## src/hw/rtl/uer_pkg.sv

```systemverilog
// shared types, codes and constants of the echo ranger
package uer_pkg;

    localparam int unsigned NUM_CH          = 3;
    localparam int unsigned MAX_DISTANCE_CM = 400;
    localparam int unsigned HIST_MAX        = 511;
    localparam int unsigned DIST_CAP        =
        (MAX_DISTANCE_CM > HIST_MAX) ? HIST_MAX : MAX_DISTANCE_CM;
    localparam int unsigned QUEUE_DEPTH     = 4;

    localparam logic [1:0] ACT_ARM     = 2'd0;
    localparam logic [1:0] ACT_RELEASE = 2'd1;
    localparam logic [1:0] ACT_RISE    = 2'd2;
    localparam logic [1:0] ACT_FALL    = 2'd3;

    localparam logic [1:0] CH_RIGHT   = 2'd0;
    localparam logic [1:0] CH_CENTER  = 2'd1;
    localparam logic [1:0] CH_LEFT    = 2'd2;
    localparam logic [1:0] NO_CHANNEL = 2'd3;

    localparam logic [8:0]  DIST_CAP_CM   = 9'(DIST_CAP);
    localparam logic [8:0]  THRESH_RESET  = 9'd20;
    localparam logic [36:0] CM_PER_US_MUL = 37'd17;
    // width*17 at or above this saturates
    localparam logic [36:0] SAT_LIMIT     = 37'((DIST_CAP + 1) * 1000);
    // ceil(2^24 / 125), exact floor division of a 16-bit value by 125
    localparam logic [33:0] RECIP_125     = 34'd134218;

    typedef struct packed {
        logic        wr;
        logic [1:0]  ch;
        logic [31:0] width;
    } cmd_t;

    typedef struct packed {
        logic full;
        logic empty;
    } q_stat_t;

    typedef struct packed {
        logic        wr;
        logic [1:0]  ch;
        logic [36:0] prod;
    } stage_a_t;

    typedef struct packed {
        logic       wr;
        logic [1:0] ch;
        logic [8:0] dist_cm;
    } stage_b_t;

endpackage

```

## src/hw/rtl/uer_if.sv

```systemverilog
// event and report channel interfaces of the echo ranger
interface uer_evt_if;
    logic        valid;
    logic        ready;
    logic [1:0]  action;
    logic [1:0]  channel;
    logic [31:0] timestamp_us;

    modport source (output valid, action, channel, timestamp_us, input ready);
    modport sink   (input valid, action, channel, timestamp_us, output ready);
endinterface

interface uer_rpt_if;
    logic       valid;
    logic       ready;
    logic [8:0] dist_right;
    logic [8:0] dist_center;
    logic [8:0] dist_left;
    logic       obstacle_right;
    logic       obstacle_center;
    logic       obstacle_left;
    logic       all_blocked;
    logic       valid_right;
    logic       valid_center;
    logic       valid_left;

    modport source (output valid, dist_right, dist_center, dist_left, obstacle_right,
                    obstacle_center, obstacle_left, all_blocked, valid_right,
                    valid_center, valid_left, input ready);
    modport sink   (input valid, dist_right, dist_center, dist_left, obstacle_right,
                    obstacle_center, obstacle_left, all_blocked, valid_right,
                    valid_center, valid_left, output ready);
endinterface

```

## src/hw/rtl/uer_front.sv

```systemverilog
// front end: event intake, arming state, rise capture and width computation
module uer_front
(
    input  logic              clk,
    input  logic              rst_n,
    uer_evt_if.sink           evt,
    input  uer_pkg::q_stat_t  q_stat,
    output logic              q_push,
    output uer_pkg::cmd_t     q_wdata
);

    logic [1:0]  armed_ch_reg;
    logic [1:0]  armed_ch_next;
    logic [31:0] rise_time_reg [uer_pkg::NUM_CH];
    logic [31:0] rise_sel;
    logic        accept;
    logic        is_edge;
    logic        hit;

    assign evt.ready = !q_stat.full;
    assign accept    = evt.valid && evt.ready;
    assign is_edge   = (evt.action == uer_pkg::ACT_RISE) || (evt.action == uer_pkg::ACT_FALL);
    assign hit       = is_edge && (evt.channel != uer_pkg::NO_CHANNEL)
                       && (evt.channel == armed_ch_reg);

    always_comb
    begin
        case (evt.channel)
            uer_pkg::CH_RIGHT:  rise_sel = rise_time_reg[0];
            uer_pkg::CH_CENTER: rise_sel = rise_time_reg[1];
            uer_pkg::CH_LEFT:   rise_sel = rise_time_reg[2];
            default:            rise_sel = '0;
        endcase
    end

    always_comb
    begin
        case (evt.action)
            uer_pkg::ACT_ARM:     armed_ch_next = evt.channel;
            uer_pkg::ACT_RELEASE: armed_ch_next = uer_pkg::NO_CHANNEL;
            default:              armed_ch_next = armed_ch_reg;
        endcase
    end

    assign q_push        = accept;
    assign q_wdata.wr    = hit && (evt.action == uer_pkg::ACT_FALL);
    assign q_wdata.ch    = evt.channel;
    assign q_wdata.width = evt.timestamp_us - rise_sel;

    always_ff @(posedge clk or negedge rst_n)
    begin
        if (!rst_n)
        begin
            armed_ch_reg <= uer_pkg::NO_CHANNEL;
            for (int c = 0; c < uer_pkg::NUM_CH; c++)
            begin
                rise_time_reg[c] <= '0;
            end
        end
        else if (accept)
        begin
            armed_ch_reg <= armed_ch_next;
            for (int c = 0; c < uer_pkg::NUM_CH; c++)
            begin
                if (hit && (evt.action == uer_pkg::ACT_RISE) && (evt.channel == 2'(c)))
                begin
                    rise_time_reg[c] <= evt.timestamp_us;
                end
            end
        end
    end

endmodule

```

## src/hw/rtl/uer_fifo.sv

```systemverilog
// command queue between front and back end
module uer_fifo
#(
    parameter int unsigned DEPTH = uer_pkg::QUEUE_DEPTH
)
(
    input  logic              clk,
    input  logic              rst_n,
    input  logic              push,
    input  uer_pkg::cmd_t     wdata,
    input  logic              pop,
    output uer_pkg::cmd_t     rdata,
    output uer_pkg::q_stat_t  stat
);

    localparam int unsigned PTR_W = (DEPTH > 1) ? $clog2(DEPTH) : 1;
    localparam int unsigned CNT_W = $clog2(DEPTH + 1);
    localparam logic [PTR_W-1:0] LAST_PTR  = PTR_W'(DEPTH - 1);
    localparam logic [CNT_W-1:0] FULL_CNT  = CNT_W'(DEPTH);

    uer_pkg::cmd_t    mem_reg [DEPTH];
    logic [PTR_W-1:0] wr_ptr_reg;
    logic [PTR_W-1:0] rd_ptr_reg;
    logic [CNT_W-1:0] count_reg;
    logic             do_push;
    logic             do_pop;

    assign stat.full  = (count_reg == FULL_CNT);
    assign stat.empty = (count_reg == '0);
    assign do_push    = push && !stat.full;
    assign do_pop     = pop && !stat.empty;
    assign rdata      = mem_reg[rd_ptr_reg];

    always_ff @(posedge clk)
    begin
        if (do_push)
        begin
            mem_reg[wr_ptr_reg] <= wdata;
        end
    end

    always_ff @(posedge clk or negedge rst_n)
    begin
        if (!rst_n)
        begin
            wr_ptr_reg <= '0;
            rd_ptr_reg <= '0;
            count_reg  <= '0;
        end
        else
        begin
            if (do_push)
            begin
                wr_ptr_reg <= (wr_ptr_reg == LAST_PTR) ? '0 : wr_ptr_reg + 1'b1;
            end
            if (do_pop)
            begin
                rd_ptr_reg <= (rd_ptr_reg == LAST_PTR) ? '0 : rd_ptr_reg + 1'b1;
            end
            if (do_push && !do_pop)
            begin
                count_reg <= count_reg + 1'b1;
            end
            else if (do_pop && !do_push)
            begin
                count_reg <= count_reg - 1'b1;
            end
        end
    end

endmodule

```

## src/hw/rtl/uer_back.sv

```systemverilog
// back end: distance conversion, median history and report register
module uer_back
(
    input  logic              clk,
    input  logic              rst_n,
    input  logic              cfg_wr_en,
    input  logic [8:0]        cfg_wr_data,
    input  uer_pkg::q_stat_t  q_stat,
    input  uer_pkg::cmd_t     q_rdata,
    output logic              q_pop,
    uer_rpt_if.source         rpt
);

    function automatic logic [8:0] med3(logic [8:0] a, logic [8:0] b, logic [8:0] c);
        logic [8:0] lo;
        logic [8:0] hi;
        logic [8:0] m;
        lo = (a < b) ? a : b;
        hi = (a < b) ? b : a;
        m  = (hi < c) ? hi : c;
        return (lo > m) ? lo : m;
    endfunction

    logic [8:0]          threshold_reg;
    logic                adv;
    logic                a_valid_reg;
    logic                b_valid_reg;
    logic                rpt_valid_reg;
    uer_pkg::stage_a_t   a_reg;
    uer_pkg::stage_b_t   b_reg;
    uer_pkg::stage_b_t   b_next;
    logic                sat;
    logic [33:0]         quo_prod;
    logic [8:0]          hist_reg  [uer_pkg::NUM_CH][3];
    logic [8:0]          hist_next [uer_pkg::NUM_CH][3];
    logic [1:0]          ring_reg  [uer_pkg::NUM_CH];
    logic [1:0]          ring_next [uer_pkg::NUM_CH];
    logic                meas_reg  [uer_pkg::NUM_CH];
    logic                meas_next [uer_pkg::NUM_CH];
    logic [8:0]          med       [uer_pkg::NUM_CH];
    logic                obs       [uer_pkg::NUM_CH];
    logic [8:0]          dist_reg  [uer_pkg::NUM_CH];
    logic                obs_reg   [uer_pkg::NUM_CH];
    logic                vld_reg   [uer_pkg::NUM_CH];
    logic                blocked_reg;

    assign adv   = !rpt_valid_reg || rpt.ready;
    assign q_pop = adv && !q_stat.empty;

    // threshold register
    always_ff @(posedge clk or negedge rst_n)
    begin
        if (!rst_n)
        begin
            threshold_reg <= uer_pkg::THRESH_RESET;
        end
        else
        begin
            if (cfg_wr_en)
            begin
                threshold_reg <= cfg_wr_data;
            end
        end
    end

    // distance conversion with saturation
    assign sat      = (a_reg.prod >= uer_pkg::SAT_LIMIT);
    assign quo_prod = 34'(a_reg.prod[18:3]) * uer_pkg::RECIP_125;

    always_comb
    begin
        b_next.wr      = a_reg.wr;
        b_next.ch      = a_reg.ch;
        b_next.dist_cm = sat ? uer_pkg::DIST_CAP_CM : quo_prod[32:24];
    end

    always_comb
    begin
        for (int c = 0; c < uer_pkg::NUM_CH; c++)
        begin
            ring_next[c] = ring_reg[c];
            meas_next[c] = meas_reg[c];
            for (int k = 0; k < 3; k++)
            begin
                hist_next[c][k] = hist_reg[c][k];
            end
            if (b_valid_reg && b_reg.wr && (b_reg.ch == 2'(c)))
            begin
                for (int k = 0; k < 3; k++)
                begin
                    if ((ring_reg[c] == 2'(k)) || ((ring_reg[c] == 2'd3) && (k == 0)))
                    begin
                        hist_next[c][k] = b_reg.dist_cm;
                    end
                end
                ring_next[c] = (ring_reg[c] == 2'd1) ? 2'd2 :
                               (ring_reg[c] == 2'd0) ? 2'd1 : 2'd0;
                meas_next[c] = 1'b1;
            end
            med[c] = med3(hist_next[c][0], hist_next[c][1], hist_next[c][2]);
            obs[c] = (med[c] < threshold_reg);
        end
    end

    always_ff @(posedge clk or negedge rst_n)
    begin
        if (!rst_n)
        begin
            a_valid_reg   <= 1'b0;
            b_valid_reg   <= 1'b0;
            rpt_valid_reg <= 1'b0;
            blocked_reg   <= 1'b0;
            for (int c = 0; c < uer_pkg::NUM_CH; c++)
            begin
                ring_reg[c] <= '0;
                meas_reg[c] <= 1'b0;
                dist_reg[c] <= uer_pkg::DIST_CAP_CM;
                obs_reg[c]  <= 1'b0;
                vld_reg[c]  <= 1'b0;
                for (int k = 0; k < 3; k++)
                begin
                    hist_reg[c][k] <= uer_pkg::DIST_CAP_CM;
                end
            end
        end
        else if (adv)
        begin
            a_valid_reg   <= !q_stat.empty;
            b_valid_reg   <= a_valid_reg;
            rpt_valid_reg <= b_valid_reg;
            if (b_valid_reg)
            begin
                blocked_reg <= obs[0] && obs[1] && obs[2];
                for (int c = 0; c < uer_pkg::NUM_CH; c++)
                begin
                    ring_reg[c] <= ring_next[c];
                    meas_reg[c] <= meas_next[c];
                    dist_reg[c] <= med[c];
                    obs_reg[c]  <= obs[c];
                    vld_reg[c]  <= meas_next[c];
                    for (int k = 0; k < 3; k++)
                    begin
                        hist_reg[c][k] <= hist_next[c][k];
                    end
                end
            end
        end
    end

    always_ff @(posedge clk)
    begin
        if (adv)
        begin
            a_reg.wr   <= q_rdata.wr;
            a_reg.ch   <= q_rdata.ch;
            a_reg.prod <= {5'b0, q_rdata.width} * uer_pkg::CM_PER_US_MUL;
            b_reg      <= b_next;
        end
    end

    assign rpt.valid           = rpt_valid_reg;
    assign rpt.dist_right      = dist_reg[0];
    assign rpt.dist_center     = dist_reg[1];
    assign rpt.dist_left       = dist_reg[2];
    assign rpt.obstacle_right  = obs_reg[0];
    assign rpt.obstacle_center = obs_reg[1];
    assign rpt.obstacle_left   = obs_reg[2];
    assign rpt.all_blocked     = blocked_reg;
    assign rpt.valid_right     = vld_reg[0];
    assign rpt.valid_center    = vld_reg[1];
    assign rpt.valid_left      = vld_reg[2];

endmodule

```

## src/hw/rtl/ultrasonic_echo_ranger_median.sv

```systemverilog
// Three-channel ultrasonic echo ranger with median-of-three filtering. Each event item
// (arm, release, echo rise, echo fall with a microsecond timestamp) is taken at up to
// one item per cycle while the command queue is not full and gives one report item: per
// channel the median of the last three distances in cm, an obstacle flag (median below
// the threshold register) and a valid flag, plus an all-blocked flag. Events pass the
// command queue and the back-end pipeline (multiply by 17, divide by 1000 with saturation,
// history update and median); QUEUE_DEPTH queue entries let events keep coming while
// reports are stalled. The threshold register resets to 20 cm and is written through
// cfg_wr_en / cfg_wr_data; the user must write only while the block is idle (not enforced).
module ultrasonic_echo_ranger_median
#(
    parameter int unsigned QUEUE_DEPTH = uer_pkg::QUEUE_DEPTH
)
(
    input  logic        clk,
    input  logic        rst_n,
    input  logic        cfg_wr_en,
    input  logic [8:0]  cfg_wr_data,
    uer_evt_if.sink     evt,
    uer_rpt_if.source   rpt
);

    uer_pkg::q_stat_t q_stat;
    uer_pkg::cmd_t    q_wdata;
    uer_pkg::cmd_t    q_rdata;
    logic             q_push;
    logic             q_pop;

    uer_front u_front
    (
        .clk     (clk),
        .rst_n   (rst_n),
        .evt     (evt),
        .q_stat  (q_stat),
        .q_push  (q_push),
        .q_wdata (q_wdata)
    );

    uer_fifo
    #(
        .DEPTH (QUEUE_DEPTH)
    )
    u_fifo
    (
        .clk   (clk),
        .rst_n (rst_n),
        .push  (q_push),
        .wdata (q_wdata),
        .pop   (q_pop),
        .rdata (q_rdata),
        .stat  (q_stat)
    );

    uer_back u_back
    (
        .clk         (clk),
        .rst_n       (rst_n),
        .cfg_wr_en   (cfg_wr_en),
        .cfg_wr_data (cfg_wr_data),
        .q_stat      (q_stat),
        .q_rdata     (q_rdata),
        .q_pop       (q_pop),
        .rpt         (rpt)
    );

`ifndef SYNTHESIS
    a_no_overflow: assert property (@(posedge clk) disable iff (!rst_n)
        q_push |-> !q_stat.full)
        else $error("command queue overflow");

    a_valid_sticky: assert property (@(posedge clk) disable iff (!rst_n)
        (rpt.valid && rpt.ready && rpt.valid_right) |=> (!rpt.valid || rpt.valid_right))
        else $error("right valid flag dropped");

    a_dist_bound: assert property (@(posedge clk) disable iff (!rst_n)
        rpt.valid |-> (rpt.dist_right <= uer_pkg::DIST_CAP_CM)
                   && (rpt.dist_center <= uer_pkg::DIST_CAP_CM)
                   && (rpt.dist_left <= uer_pkg::DIST_CAP_CM))
        else $error("distance above cap");

    a_blocked: assert property (@(posedge clk) disable iff (!rst_n)
        rpt.valid |-> (rpt.all_blocked
                       == (rpt.obstacle_right && rpt.obstacle_center && rpt.obstacle_left)))
        else $error("all_blocked inconsistent with obstacle flags");
`endif

endmodule

```

## src/flat_wrapper.sv

```systemverilog
// flat-port wrapper written by rule: the top's interface ports become plain ports
module ultrasonic_echo_ranger_median_flat 
#(
    parameter int unsigned QUEUE_DEPTH = uer_pkg::QUEUE_DEPTH
)
  (clk, rst_n, cfg_wr_en, cfg_wr_data, evt_valid, evt_action, evt_channel, evt_timestamp_us, evt_ready, rpt_valid, rpt_dist_right, rpt_dist_center, rpt_dist_left, rpt_obstacle_right, rpt_obstacle_center, rpt_obstacle_left, rpt_all_blocked, rpt_valid_right, rpt_valid_center, rpt_valid_left, rpt_ready);
  uer_evt_if evt_i ();
  uer_rpt_if rpt_i ();
  input  logic clk;
  input  logic rst_n;
  input  logic cfg_wr_en;
  input  logic [8:0] cfg_wr_data;
  input wire logic [$bits(evt_i.valid)-1:0] evt_valid;
  input wire logic [$bits(evt_i.action)-1:0] evt_action;
  input wire logic [$bits(evt_i.channel)-1:0] evt_channel;
  input wire logic [$bits(evt_i.timestamp_us)-1:0] evt_timestamp_us;
  output wire logic [$bits(evt_i.ready)-1:0] evt_ready;
  output wire logic [$bits(rpt_i.valid)-1:0] rpt_valid;
  output wire logic [$bits(rpt_i.dist_right)-1:0] rpt_dist_right;
  output wire logic [$bits(rpt_i.dist_center)-1:0] rpt_dist_center;
  output wire logic [$bits(rpt_i.dist_left)-1:0] rpt_dist_left;
  output wire logic [$bits(rpt_i.obstacle_right)-1:0] rpt_obstacle_right;
  output wire logic [$bits(rpt_i.obstacle_center)-1:0] rpt_obstacle_center;
  output wire logic [$bits(rpt_i.obstacle_left)-1:0] rpt_obstacle_left;
  output wire logic [$bits(rpt_i.all_blocked)-1:0] rpt_all_blocked;
  output wire logic [$bits(rpt_i.valid_right)-1:0] rpt_valid_right;
  output wire logic [$bits(rpt_i.valid_center)-1:0] rpt_valid_center;
  output wire logic [$bits(rpt_i.valid_left)-1:0] rpt_valid_left;
  input wire logic [$bits(rpt_i.ready)-1:0] rpt_ready;
  assign evt_i.valid = evt_valid;
  assign evt_i.action = evt_action;
  assign evt_i.channel = evt_channel;
  assign evt_i.timestamp_us = evt_timestamp_us;
  assign evt_ready = evt_i.ready;
  assign rpt_valid = rpt_i.valid;
  assign rpt_dist_right = rpt_i.dist_right;
  assign rpt_dist_center = rpt_i.dist_center;
  assign rpt_dist_left = rpt_i.dist_left;
  assign rpt_obstacle_right = rpt_i.obstacle_right;
  assign rpt_obstacle_center = rpt_i.obstacle_center;
  assign rpt_obstacle_left = rpt_i.obstacle_left;
  assign rpt_all_blocked = rpt_i.all_blocked;
  assign rpt_valid_right = rpt_i.valid_right;
  assign rpt_valid_center = rpt_i.valid_center;
  assign rpt_valid_left = rpt_i.valid_left;
  assign rpt_i.ready = rpt_ready;
  ultrasonic_echo_ranger_median #(.QUEUE_DEPTH(QUEUE_DEPTH)) u_core (.clk(clk), .rst_n(rst_n), .cfg_wr_en(cfg_wr_en), .cfg_wr_data(cfg_wr_data), .evt(evt_i), .rpt(rpt_i));
endmodule
```

## config.mk

```make
export PLATFORM = sky130hd
export DESIGN_NAME = ultrasonic_echo_ranger_median_flat
export DESIGN_NICKNAME = d
export VERILOG_FILES = /design/src/hw/rtl/uer_pkg.sv /design/src/hw/rtl/uer_if.sv /design/src/hw/rtl/uer_front.sv /design/src/hw/rtl/uer_fifo.sv /design/src/hw/rtl/uer_back.sv /design/src/hw/rtl/ultrasonic_echo_ranger_median.sv /design/src/flat_wrapper.sv
export SDC_FILE = /design/constraint.sdc
export NUM_CORES = 1
export LEC_CHECK = 0
export ABC_AREA = 1
export ABC_CLOCK_PERIOD_IN_PS = 9300
export BUFFER_PORTS_ARGS = -buffer_cell sky130_fd_sc_hd__clkbuf_2
export CAP_MARGIN = 30
export CELL_PAD_IN_SITES_DETAIL_PLACEMENT = 0
export CELL_PAD_IN_SITES_GLOBAL_PLACEMENT = 2
export CORE_ASPECT_RATIO = 1.1
export CORE_MARGIN = 3
export CORE_UTILIZATION = 40
export CTS_CLUSTER_SIZE = 16
export DETAILED_ROUTE_END_ITERATION = 8
export PLACE_DENSITY = 0.92
export SKIP_LAST_GASP = 1
export SYNTH_ARGS = -nofsm -noshare
export SYNTH_HDL_FRONTEND = slang
export SYNTH_SLANG_ARGS = --single-unit
```

## constraint.sdc

```tcl
create_clock -name clk -period 9.3 [get_ports clk]
set_input_delay 1.86 -clock clk [delete_from_list [all_inputs] [get_ports clk]]
set_output_delay 1.86 -clock clk [all_outputs]
set_load 0.005 [all_outputs]
```

==> summary.txt, run 1 <==
Layout
  • Area Overhead vs Synth: 11.0%
  • Fraction of layout cells with a size suffix above 1: 9.47%
  • Final #Nets: 3608
  • Fill count: 6553
  • Footprint of the multi-input gates: 0.0143 mm2
  • Max reg flops: 140
  • Commonest non-fill, non-tap cell in the layout: nand2_1
  • Most frequent cells in the layout: nand2_1 (694), o21ai_0 (393), ha_1 (336)
  • Antenna Cells: 0
  • Register area: 0.0118 mm2

Synthesis
  • Mapped Cells: 3122
  • Synth unique cells: 59
  • Simple-gate portion of the synthesized area: 15.0%
  • Synth Area in Adders: 18.2%
  • Mux share of post-synthesis cell area: 0.0814%
  • Synth top area cells: edfxtp_1 (21%), dfrtp_1 (18%), ha_1 (15%)
  • Avg Inst Size Synth: 8.86 um2
  • Syn nets: 3550
  • FFs w/ async S/R, synth: 55.3%
  • Complex-gate fraction of the synthesized area: 16.3%
  • Synth area leader: edfxtp_1
  • Synth Register Bits: 430
  • Synthesis Warnings: 0
  • XOR/XNOR Fraction of Synth Area: 1.96%
  • Share of the yosys chip area belonging to registers: 42.6%
  • Mapped Area: 0.0277 mm2
  • Top_reg_cell synth: dfrtp_1
  • Synth top area share: 20.8%
  • Largest family of logic cells by synthesized area: adder cells
  • Count of flip-flops with a built-in enable after synthesis: 192

CTS
  • Post-CTS sizing: 0
  • Reg clk slew, reported paths: 60 ps
  • CTS max path bufs: 3
  • # Post-CTS Setup Buffers: 0
  • Root Driver: clkbuf_16
  • Worst-Skew Late Latency: 600 ps
  • # clock sinks: 430
  • CTS tree: built
  • Inserted Clock Buffers: 48
  • # hold bufs at CTS: 0
  • H-tree depth: 2

STA
  • Worst Skew: 30.6 ps
  • Final Cycle Share: 89.8%
  • Final hold violation count: 0
  • # setup viols final: 0
  • Worst setup margin: 948 ps
  • Final TNS setup: 0 ps
  • Worst slew pin tran: 1020 ps
  • RSZ-0062 raised after global routing: no
  • Max Fclk: 0.120 GHz
  • Max Slew Vio Count: 0
  • Final Critical Period: 8350 ps
  • Max transition margin: 32.2%

Setup path
  • Critical path startpoint category: flop
  • Kind of critical path: flop to flop
  • FF-to-FF Start: u_core.u_back.b_reg[10]$_DFFE_PN_
  • Worst-path fanout max: 24
  • Crit path buf inv count: 2
  • Worst path most repeated cell: nand2_1
  • Crit path launch: u_core.u_back.b_reg[10]$_DFFE_PN_
  • Delay-heaviest family, CP: compound AO/OA/AOI/OAI gates
  • Required time of the critical path: 9800 ps
  • Crit-path max cell delay: 750 ps
  • Slowest CP cell: a2111oi_0
  • CP endpoint kind: flop
  • Worst Path Arrival: 8850 ps

Place
  • Final HPWL DP: 51200 um
  • Port bufs: 85
  • Setup slack at placement: 864 ps
  • RePlAce Congestion: 0.883

Die
  • Die ar.: 0.0724 mm2
  • Row count: 100
  • Die height: 282 um
  • Core ar.: 0.0681 mm2
  • Starting Density: 40.6%
  • DIE WIDTH: 257 um
  • Boundary Pins: 86

Outcome
  • Outcome: finished, final reports clean

Worst hold path
  • Hold_sp: u_core.u_back.a_reg[39]$_DFFE_PN_
  • HP Class: flop to flop

Route
  • Post-Route WL: 68900 um
  • Initial DRC Count: 1327
  • Vias/cell: 5.22
  • Via count: 21621
  • Routed length per instance: 16.6 um
  • Pre-antenna DRT Iters: 5
  • Post-DRT Antenna Nets: 0
  • Drt drc: 0

GRT
  • Largest net degree at the start of global routing: 108
  • Initial antenna violation count: 0
  • First-pass GRT wire length: 113000 um
  • Vias in the first global route: 21786
  • Total track usage: 19.0%
  • Grt total ovfl: 0

Job
  • Total of max-cap violations: 0
==> cells in the mapped netlist (all sizes together) (7+ instances only) <==
cell type and count:
dfrtp 198, a211oi 10, o21ai 453, xor2 43, nor3 9, a21oi 201, nand4 20, nor4 12
a31oi 20, xnor2 19, nand3 69, edfxtp 192, nor2 200, nand2 707, ha 336, clkbuf 86
a22o 29, o21a 7, o22ai 33, inv 319, fa 42, buf 13, dfstp 40, a21o 7
==> kinds of logic (layout without fill, tap and decap cells) <==
family,Yosys count,after routing
AND/OR/NAND/NOR,1030,1030
AO/OA/AOI/OAI,800,800
flip-flops,430,430
buffers and inverters,420,518
adder cells (fa/ha/maj),378,378
XOR/XNOR,62,62
multiplexers,2,2
==> worst paths after layout <==
| path | slack (ps) | cells after the start | endpoint |
|---|---|---|---|
| setup / recovery | 950 | 35 | u_core.u_back.rpt.all_blocked$_DFFE_PN0P_ |
| hold / removal | 420 | 0 | u_core.u_back.b_reg[11]$_DFFE_PN_ |
| setup reg to reg | 950 | 35 | u_core.u_back.rpt.all_blocked$_DFFE_PN0P_ |
| hold reg to reg | 420 | 0 | u_core.u_back.b_reg[11]$_DFFE_PN_ |
| max in group asynchronous | 6500 | 2 | u_core.u_front.rise_time_reg[1]$_DFFE_PN0P_ |
| min in group asynchronous | 1220 | 1 | u_core.u_back.hist_reg[55]$_DFFE_PN0P_ |
==> metrics by stage <==
step / utilization [%] / hold slack [ps] / instances / area [um2]
CTS: 45.1 / 420 / 4137 / 30700
detailed placement: 42.7 / 405 / 4047 / 29000
global placement: 42.6 / 416 / 4046 / 29000
global route: 45.1 / 434 / 4138 / 30700
finish: 45.1 / 419 / 4138 / 30700
floorplan: - / 400 / 3122 / 27700
==> per-layer routing <==
layer,vias to the layer above,part of all wire [%],global-route usage [%]
met5,-,0,0
met4,0,2.7,5.68
met3,108,3.3,2.16
met2,391,51,35.4
met1,10323,43,23.1
li1,10799,-,-
==> area by class of cell <==
type                            instances  area share, %
Sequential cell                       430           38.3
Tap cell                              918           3.74
Clock inverter                         26           1.10
Multi-Input combinational cell       2272           46.6
Clock buffer                           64           4.27
Timing Repair Buffer                  107           2.01
Inverter                              321           3.94
Power of run 1 is not shown: default switching activity piles up to over one toggle a cycle in this logic, so the estimate is an artifact.
==> run 2, diff against run 1 <==
- CORE_UTILIZATION: 40 -> 41
- CTS_BUF_LIST: default -> sky130_fd_sc_hd__clkbuf_4
- PLACE_DENSITY: 0.92 -> 0.94
==> run 2 against run 1 <==
  * Setup slack better by 53 ps
  * Clock skew up 47 ps
  * Critical path depth up 4
  * Die area down 2.4%
  * Final area down 0.73%
  * Register-to-register slack better by 50 ps
  * Hold slack better by 21 ps
  * Via count up 1.6%
==> summary.txt, run 2 (synthesis gave the netlist of run 1 again) <==
Outcome
  • Outcome: finished, final reports clean

Layout
  • Commonest non-fill, non-tap cell in the layout: nand2_1
  • Fraction of layout cells with a size suffix above 1: 12.1% (+2.6 points)
  • Area Overhead vs Synth: 10.2%
  • Most frequent cells in the layout: nand2_1 (694), o21ai_0 (394), ha_1 (336)
  • Fill count: 6502 (-0.78%)
  • Final #Nets: 3675 (+1.9%)
  • Max reg flops: 140 (unchanged)

CTS
  • Inserted Clock Buffers: 115 (+140%)
  • CTS tree: built
  • Reg clk slew, reported paths: 70 ps (about the same)
  • # hold bufs at CTS: 0 (unchanged)
  • Root Driver: clkbuf_4
  • # Post-CTS Setup Buffers: 0 (unchanged)
  • H-tree depth: 3 (+1)
  • Post-CTS sizing: 0 (unchanged)
  • Worst-Skew Late Latency: 910 ps (+310 ps)
  • # clock sinks: 430 (unchanged)
  • CTS max path bufs: 3 (unchanged)

Setup path
  • Slowest CP cell: nor2_1
  • Worst-path fanout max: 24 (unchanged)
  • Critical path startpoint category: flop
  • Crit path buf inv count: 3 (+1)
  • Worst path most repeated cell: nand2_1
  • Delay-heaviest family, CP: compound AO/OA/AOI/OAI gates
  • Kind of critical path: flop to flop
  • Crit-path max cell delay: 740 ps (about the same)
  • Worst Path Arrival: 9110 ps (+260 ps)
  • CP endpoint kind: flop
  • Required time of the critical path: 10110 ps (+310 ps)
  • Reg2reg setup slack: 1000 ps (+50 ps)

Route
  • Vias/cell: 5.23 (+0.12%)
  • Via count: 21971 (+1.6%)
  • Pre-antenna DRT Iters: 7 (+2)
  • Drt drc: 0 (unchanged)
  • Routed length per instance: 16.4 um (-1.7%)
  • Post-Route WL: 68700 um (-0.19%)
  • Post-DRT Antenna Nets: 0 (unchanged)
  • Initial DRC Count: 1355 (+2.1%)

STA
  • Worst slew pin tran: 992 ps (-25.3 ps)
  • Max transition margin: 33.5% (+1.3 points)
  • Final Critical Period: 8300 ps (-53.1 ps)
  • Final Cycle Share: 89.2% (-0.57 points)
  • Final TNS setup: 0 ps (unchanged)
  • Worst Skew: 77.3 ps (+46.7 ps)
  • Max Fclk: 0.120 GHz (+0.64%)
  • RSZ-0062 raised after global routing: no
  • Final hold violation count: 0 (unchanged)
  • Hold Slack: 441 ps (+21.3 ps)
  • Max Slew Vio Count: 0 (unchanged)
  • # setup viols final: 0 (unchanged)

Die
  • Die height: 278 um (-1.2%)
  • DIE WIDTH: 254 um (-1.2%)
  • Core ar.: 0.0665 mm2 (-2.3%)
  • Starting Density: 41.6% (+0.95 points)
  • Boundary Pins: 86 (unchanged)
  • Die ar.: 0.0706 mm2 (-2.4%)
  • Row count: 99 (-1.0%)

GRT
  • Total track usage: 19.7% (+0.70 points)
  • Grt total ovfl: 0 (unchanged)
  • Initial antenna violation count: 2 (+2)
  • First-pass GRT wire length: 113000 um (+0.50%)
  • Vias in the first global route: 22086 (+1.4%)
  • Largest net degree at the start of global routing: 94 (-13%)

Job
  • Total of max-cap violations: 0 (unchanged)

Worst hold path
  • HP Class: flop to flop

Place
  • Port bufs: 85 (unchanged)
  • RePlAce Congestion: 0.882 (-0.16%)
  • Final HPWL DP: 50800 um (-0.82%)
-- run 2: cell types whose count changed in the layout (fill, tap and decap cells not counted), sizes merged --
cell	previous run	this run
inv	318	322
diode	0	3
bufinv	6	1
clkbuf	148	242
clkinvlp	5	0
clkinv	18	49
-- run 2: metrics by stage --
stage / utilization, % / worst slack [ps] / area (um2) / instances
final: 45.8 / 1000 / 30500 / 4200
after global routing: 45.8 / 63.5 / 30500 / 4200
after CTS: 45.7 / 874 / 30400 / 4195
after detailed placement: 43.5 / 885 / 28900 / 3986
after global placement: 43.5 / 978 / 28900 / 3986
after floorplan: - / 2120 / 27700 / 3122
-- run 2: area by class of cell --
| cell class | count | area (um2) | area share (%) |
|---|---|---|---|
| clock inverter | 51 | 288 | 0.944 |
| clock buffer | 158 | 1190 | 3.89 |
| antenna | 3 | 7.51 | 0.0246 |
| timing repair buffer | 107 | 641 | 2.10 |
| inverter | 321 | 1210 | 3.96 |
| tap | 858 | 1070 | 3.52 |
| sequential | 430 | 11800 | 38.6 |
| multi-input combinational | 2272 | 14300 | 46.9 |
-- run 2: routing by layer --
layer | vias up | track usage, % | share of wire [%]
met4 | 0 | 6.78 | 3.1
li1 | 11012 | - | -
met5 | - | 0 | 0
met2 | 443 | 35.3 | 50
met3 | 136 | 3.07 | 4.0
met1 | 10380 | 24.1 | 43
-- run 2: path summary, 6_finish.rpt --
| path | startpoint | to | depth (start not counted) |
|---|---|---|---|
| min in group asynchronous | rst_n | u_core.u_back.hist_reg[60]$_DFFE_PN0P_ | 1 |
| hold / removal | u_core.u_back.a_reg[39]$_DFFE_PN_ | u_core.u_back.b_reg[11]$_DFFE_PN_ | 0 |
| setup reg to reg | u_core.u_back.b_reg[10]$_DFFE_PN_ | u_core.u_back.rpt.all_blocked$_DFFE_PN0P_ | 39 |
| max in group asynchronous | rst_n | u_core.u_back.hist_reg[22]$_DFFE_PN1P_ | 3 |
| hold reg to reg | u_core.u_back.a_reg[39]$_DFFE_PN_ | u_core.u_back.b_reg[11]$_DFFE_PN_ | 0 |
| setup / recovery | u_core.u_back.b_reg[10]$_DFFE_PN_ | u_core.u_back.rpt.all_blocked$_DFFE_PN0P_ | 39 |
-- run 2: worst reg2reg max path, delay by kind of cell, from the launching register on --
family / cells / cell delay, ps
AO/OA/AOI/OAI: 15 / 3040
buffers and inverters: 3 / 600
flip-flops: 1 / 410
adder cells (fa/ha/maj): 4 / 1320
AND/OR/NAND/NOR: 17 / 2940
Power of run 2 is left out for the same reason.
==> run 3, diff against run 2 <==
- ABC_AREA: 1 -> default
- CORE_UTILIZATION: 41 -> 45
- PLACE_DENSITY: 0.94 -> 0.95
- SLEW_MARGIN: default -> 20
==> run 3 against run 2 <==
  * Utilization increased by 4.6 points
  * Maximum frequency decreased by 3.0%
  * Clock-buffer cell count decreased by 2
  * Via count decreased by 11%
  * Die area decreased by 7.3%
==> summary.txt, run 3 <==
Route
  • Post-DRT Antenna Nets: 0 (unchanged)
  • Drt drc: 0 (unchanged)
  • Routed length per instance: 17.5 um (+6.7%)
  • Vias/cell: 5.47 (+4.5%)
  • Post-Route WL: 62200 um (-9.5%)
  • Initial DRC Count: 992 (-27%)
  • Pre-antenna DRT Iters: 6 (-1)
  • Via count: 19481 (-11%)

Synthesis
  • Synth top area cells: edfxtp_1 (21%), dfrtp_1 (18%), ha_1 (15%)
  • Synth Register Bits: 430 (unchanged)
  • Top_reg_cell synth: dfrtp_1
  • Synth area leader: edfxtp_1
  • Count of flip-flops with a built-in enable after synthesis: 192 (unchanged)
  • Syn nets: 2929 (-17%)
  • Synth unique cells: 93 (+58%)
  • Synth top area share: 20.5% (-0.32 points)
  • Mapped Cells: 2501 (-20%)
  • Most instantiated cells after synthesis: ha_1 (336), dfrtp_1 (198), edfxtp_1 (192), nand2_1 (192), inv_1 (174)
  • Dominant cell by count in the synthesized netlist: ha_1
  • Avg Inst Size Synth: 11.2 um2 (+27%)
  • Mapped Area: 0.0281 mm2 (+1.6%)
  • Synthesis Warnings: 0 (unchanged)
  • FFs w/ async S/R, synth: 55.3% (unchanged)
  • Share of the yosys chip area belonging to registers: 41.9% (-0.65 points)

Layout
  • Commonest non-fill, non-tap cell in the layout: ha_1
  • Most frequent cells in the layout: ha_1 (336), dfrtp_1 (197), edfxtp_1 (192)
  • Area Overhead vs Synth: 10.2% (about the same)
  • Core Util, Final: 50.4% (+4.6 points)
  • Fraction of layout cells with a size suffix above 1: 20.1% (+8.0 points)
  • Max reg flops: 140 (unchanged)
  • Final #Nets: 3075 (-16%)
  • Fill count: 5420 (-17%)

Place
  • RePlAce Congestion: 0.881 (-0.14%)
  • Port bufs: 85 (unchanged)
  • Final HPWL DP: 45300 um (-11%)

Job
  • Total of max-cap violations: 0 (unchanged)

Outcome
  • Outcome: finished, final reports clean

Setup path
  • Slowest CP cell: dfrtp_1
  • Worst-path fanout max: 18 (-25%)
  • Worst path most repeated cell: ha_1
  • R2R cell count: 36 (-7.7%)
  • Crit-path max cell delay: 540 ps (-200 ps)
  • Worst Path Arrival: 9340 ps (+230 ps)
  • Critical path startpoint category: flop
  • FF-to-FF Start: u_core.u_back.b_valid_reg$_DFFE_PN0N_
  • Kind of critical path: flop to flop
  • Crit path launch: u_core.u_back.b_valid_reg$_DFFE_PN0N_
  • Required time of the critical path: 10080 ps (-30 ps)
  • RR Endpoint: u_core.u_back.rpt.all_blocked$_DFFE_PN0P_
  • Critical Path End: u_core.u_back.rpt.all_blocked$_DFFE_PN0P_
  • Reg2reg setup slack: 750 ps (-260 ps)
  • CP endpoint kind: flop

CTS
  • CTS max path bufs: 3 (unchanged)
  • # hold bufs at CTS: 0 (unchanged)
  • Root Driver: clkbuf_4
  • Inserted Clock Buffers: 109 (-5.2%)
  • H-tree depth: 3 (unchanged)
  • Worst-Skew Late Latency: 910 ps (about the same)
  • Reg clk slew, reported paths: 80 ps (about the same)
  • CTS tree: built
  • # clock sinks: 430 (unchanged)

GRT
  • Initial antenna violation count: 2 (unchanged)
  • Vias in the first global route: 20213 (-8.5%)
  • Grt total ovfl: 0 (unchanged)
  • Total track usage: 19.3% (-0.46 points)
  • First-pass GRT wire length: 103000 um (-9.3%)
  • Largest net degree at the start of global routing: 100 (+6.4%)

STA
  • Worst slew pin tran: 941 ps (-51.7 ps)
  • Worst Skew: 80.8 ps (+3.43 ps)
  • Max transition margin: 37.3% (+3.8 points)
  • Max Slew Vio Count: 0 (unchanged)
  • Final hold violation count: 0 (unchanged)
  • Max Fclk: 0.117 GHz (-3.0%)
  • Final Critical Period: 8550 ps (+256 ps)
  • # setup viols final: 0 (unchanged)
  • Final Cycle Share: 92.0% (+2.7 points)

Die
  • Row count: 95 (-4.0%)
  • Boundary Pins: 86 (unchanged)
  • Starting Density: 45.7% (+4.1 points)
  • Core ar.: 0.0615 mm2 (-7.6%)
  • Die ar.: 0.0655 mm2 (-7.3%)
  • DIE WIDTH: 244 um (-3.7%)
  • Die height: 268 um (-3.7%)

Worst hold path
  • HP Class: flop to flop
## run 3: cell count changes after synthesis, moves of 35 or more
cell,before,now
a21o_1,7,51
a21oi_1,199,136
inv_1,311,174
mux2_2,2,127
mux2i_1,0,160
mux4_2,0,35
nand2_1,694,192
nor2_1,196,134
o21ai_0,395,153
## run 3: through the flow
step	TNS, ps	hold WS (ps)	std cells	cell area [um2]	setup slack [ps]
after floorplan	0	400	2501	28100	933
after global placement	0	404	3352	29500	625
after detailed placement	0	421	3353	29500	413
after CTS	0	469	3555	30900	407
after global routing	-17.2	471	3563	31000	-15.5
final	0	461	3563	31000	745
## run 3: cells by family (layout without fill, tap and decap cells)
kind of cell	count (synthesis)	after routing	share of synthesized area [%]
and+or+nand+nor	517	517	8.73
AOI/OAI and AO/OA	501	501	11.2
adders and majority gates	378	378	18.0
muxes	333	333	14.2
other	0	1	0
xor gates and xnor gates	70	70	2.18
DFF	430	430	41.9
buffers and inverters	272	509	3.89
## run 3: layer usage
layer | track usage (%) | share of wire, % | routed length (um)
met1 | 25.4 | 46 | 28500
met2 | 32.5 | 48 | 29700
met3 | 2.84 | 3.9 | 2460
met4 | 6.95 | 2.4 | 1520
met5 | 0 | 0 | 0
## run 3: layout make-up
type	count	area, um2	area share [%]
multi-input cells	1799	15300	49.3
clock buffers	156	1170	3.78
clock inverters	46	234	0.756
diodes	1	2.50	0.00808
well taps	824	1030	3.33
inverters	175	657	2.12
flip-flops and latches	430	11800	38.0
repair buffers	132	823	2.66
## run 3: worst max-delay path, delay by kind of cell (launching register included)
kind	cells	cell delay, ps
buffers and inverters	4	810
adder cells (fa/ha/maj)	4	1230
AO/OA/AOI/OAI	17	3250
AND/OR/NAND/NOR	9	1920
multiplexers	2	700
flip-flops	1	540
## run 3: how the worst min path moves through the flow
stage	from	to	slack, ps	depth (start not counted)
3_3_place_gp	u_core.u_back.a_reg[39]$_DFFE_PN_	u_core.u_back.b_reg[11]$_DFFE_PN_	400	0
2_1_floorplan	u_core.u_back.a_reg[38]$_DFFE_PN_	u_core.u_back.b_reg[10]$_DFFE_PN_	400	0
4_1_cts	u_core.u_back.rpt.dist_left[7]$_DFFE_PN1P_	u_core.u_back.rpt.dist_left[7]$_DFFE_PN1P_	470	2
6_report	u_core.u_back.a_reg[37]$_DFFE_PN_	u_core.u_back.b_reg[9]$_DFFE_PN_	460	0
5_1_grt	u_core.u_back.a_reg[37]$_DFFE_PN_	u_core.u_back.b_reg[9]$_DFFE_PN_	470	0
3_5_place_dp	u_core.u_back.a_reg[37]$_DFFE_PN_	u_core.u_back.b_reg[9]$_DFFE_PN_	420	0
## run 3: what timing repair did
item / 4_1_cts / 5_1_grt
resized for setup: 0 / 6
setup buffers: 0 / 6
hold endpoints to repair: 0 / 0
endpoints found under the setup margin: 0 / 3
Power of run 3 is left out for the same reason.
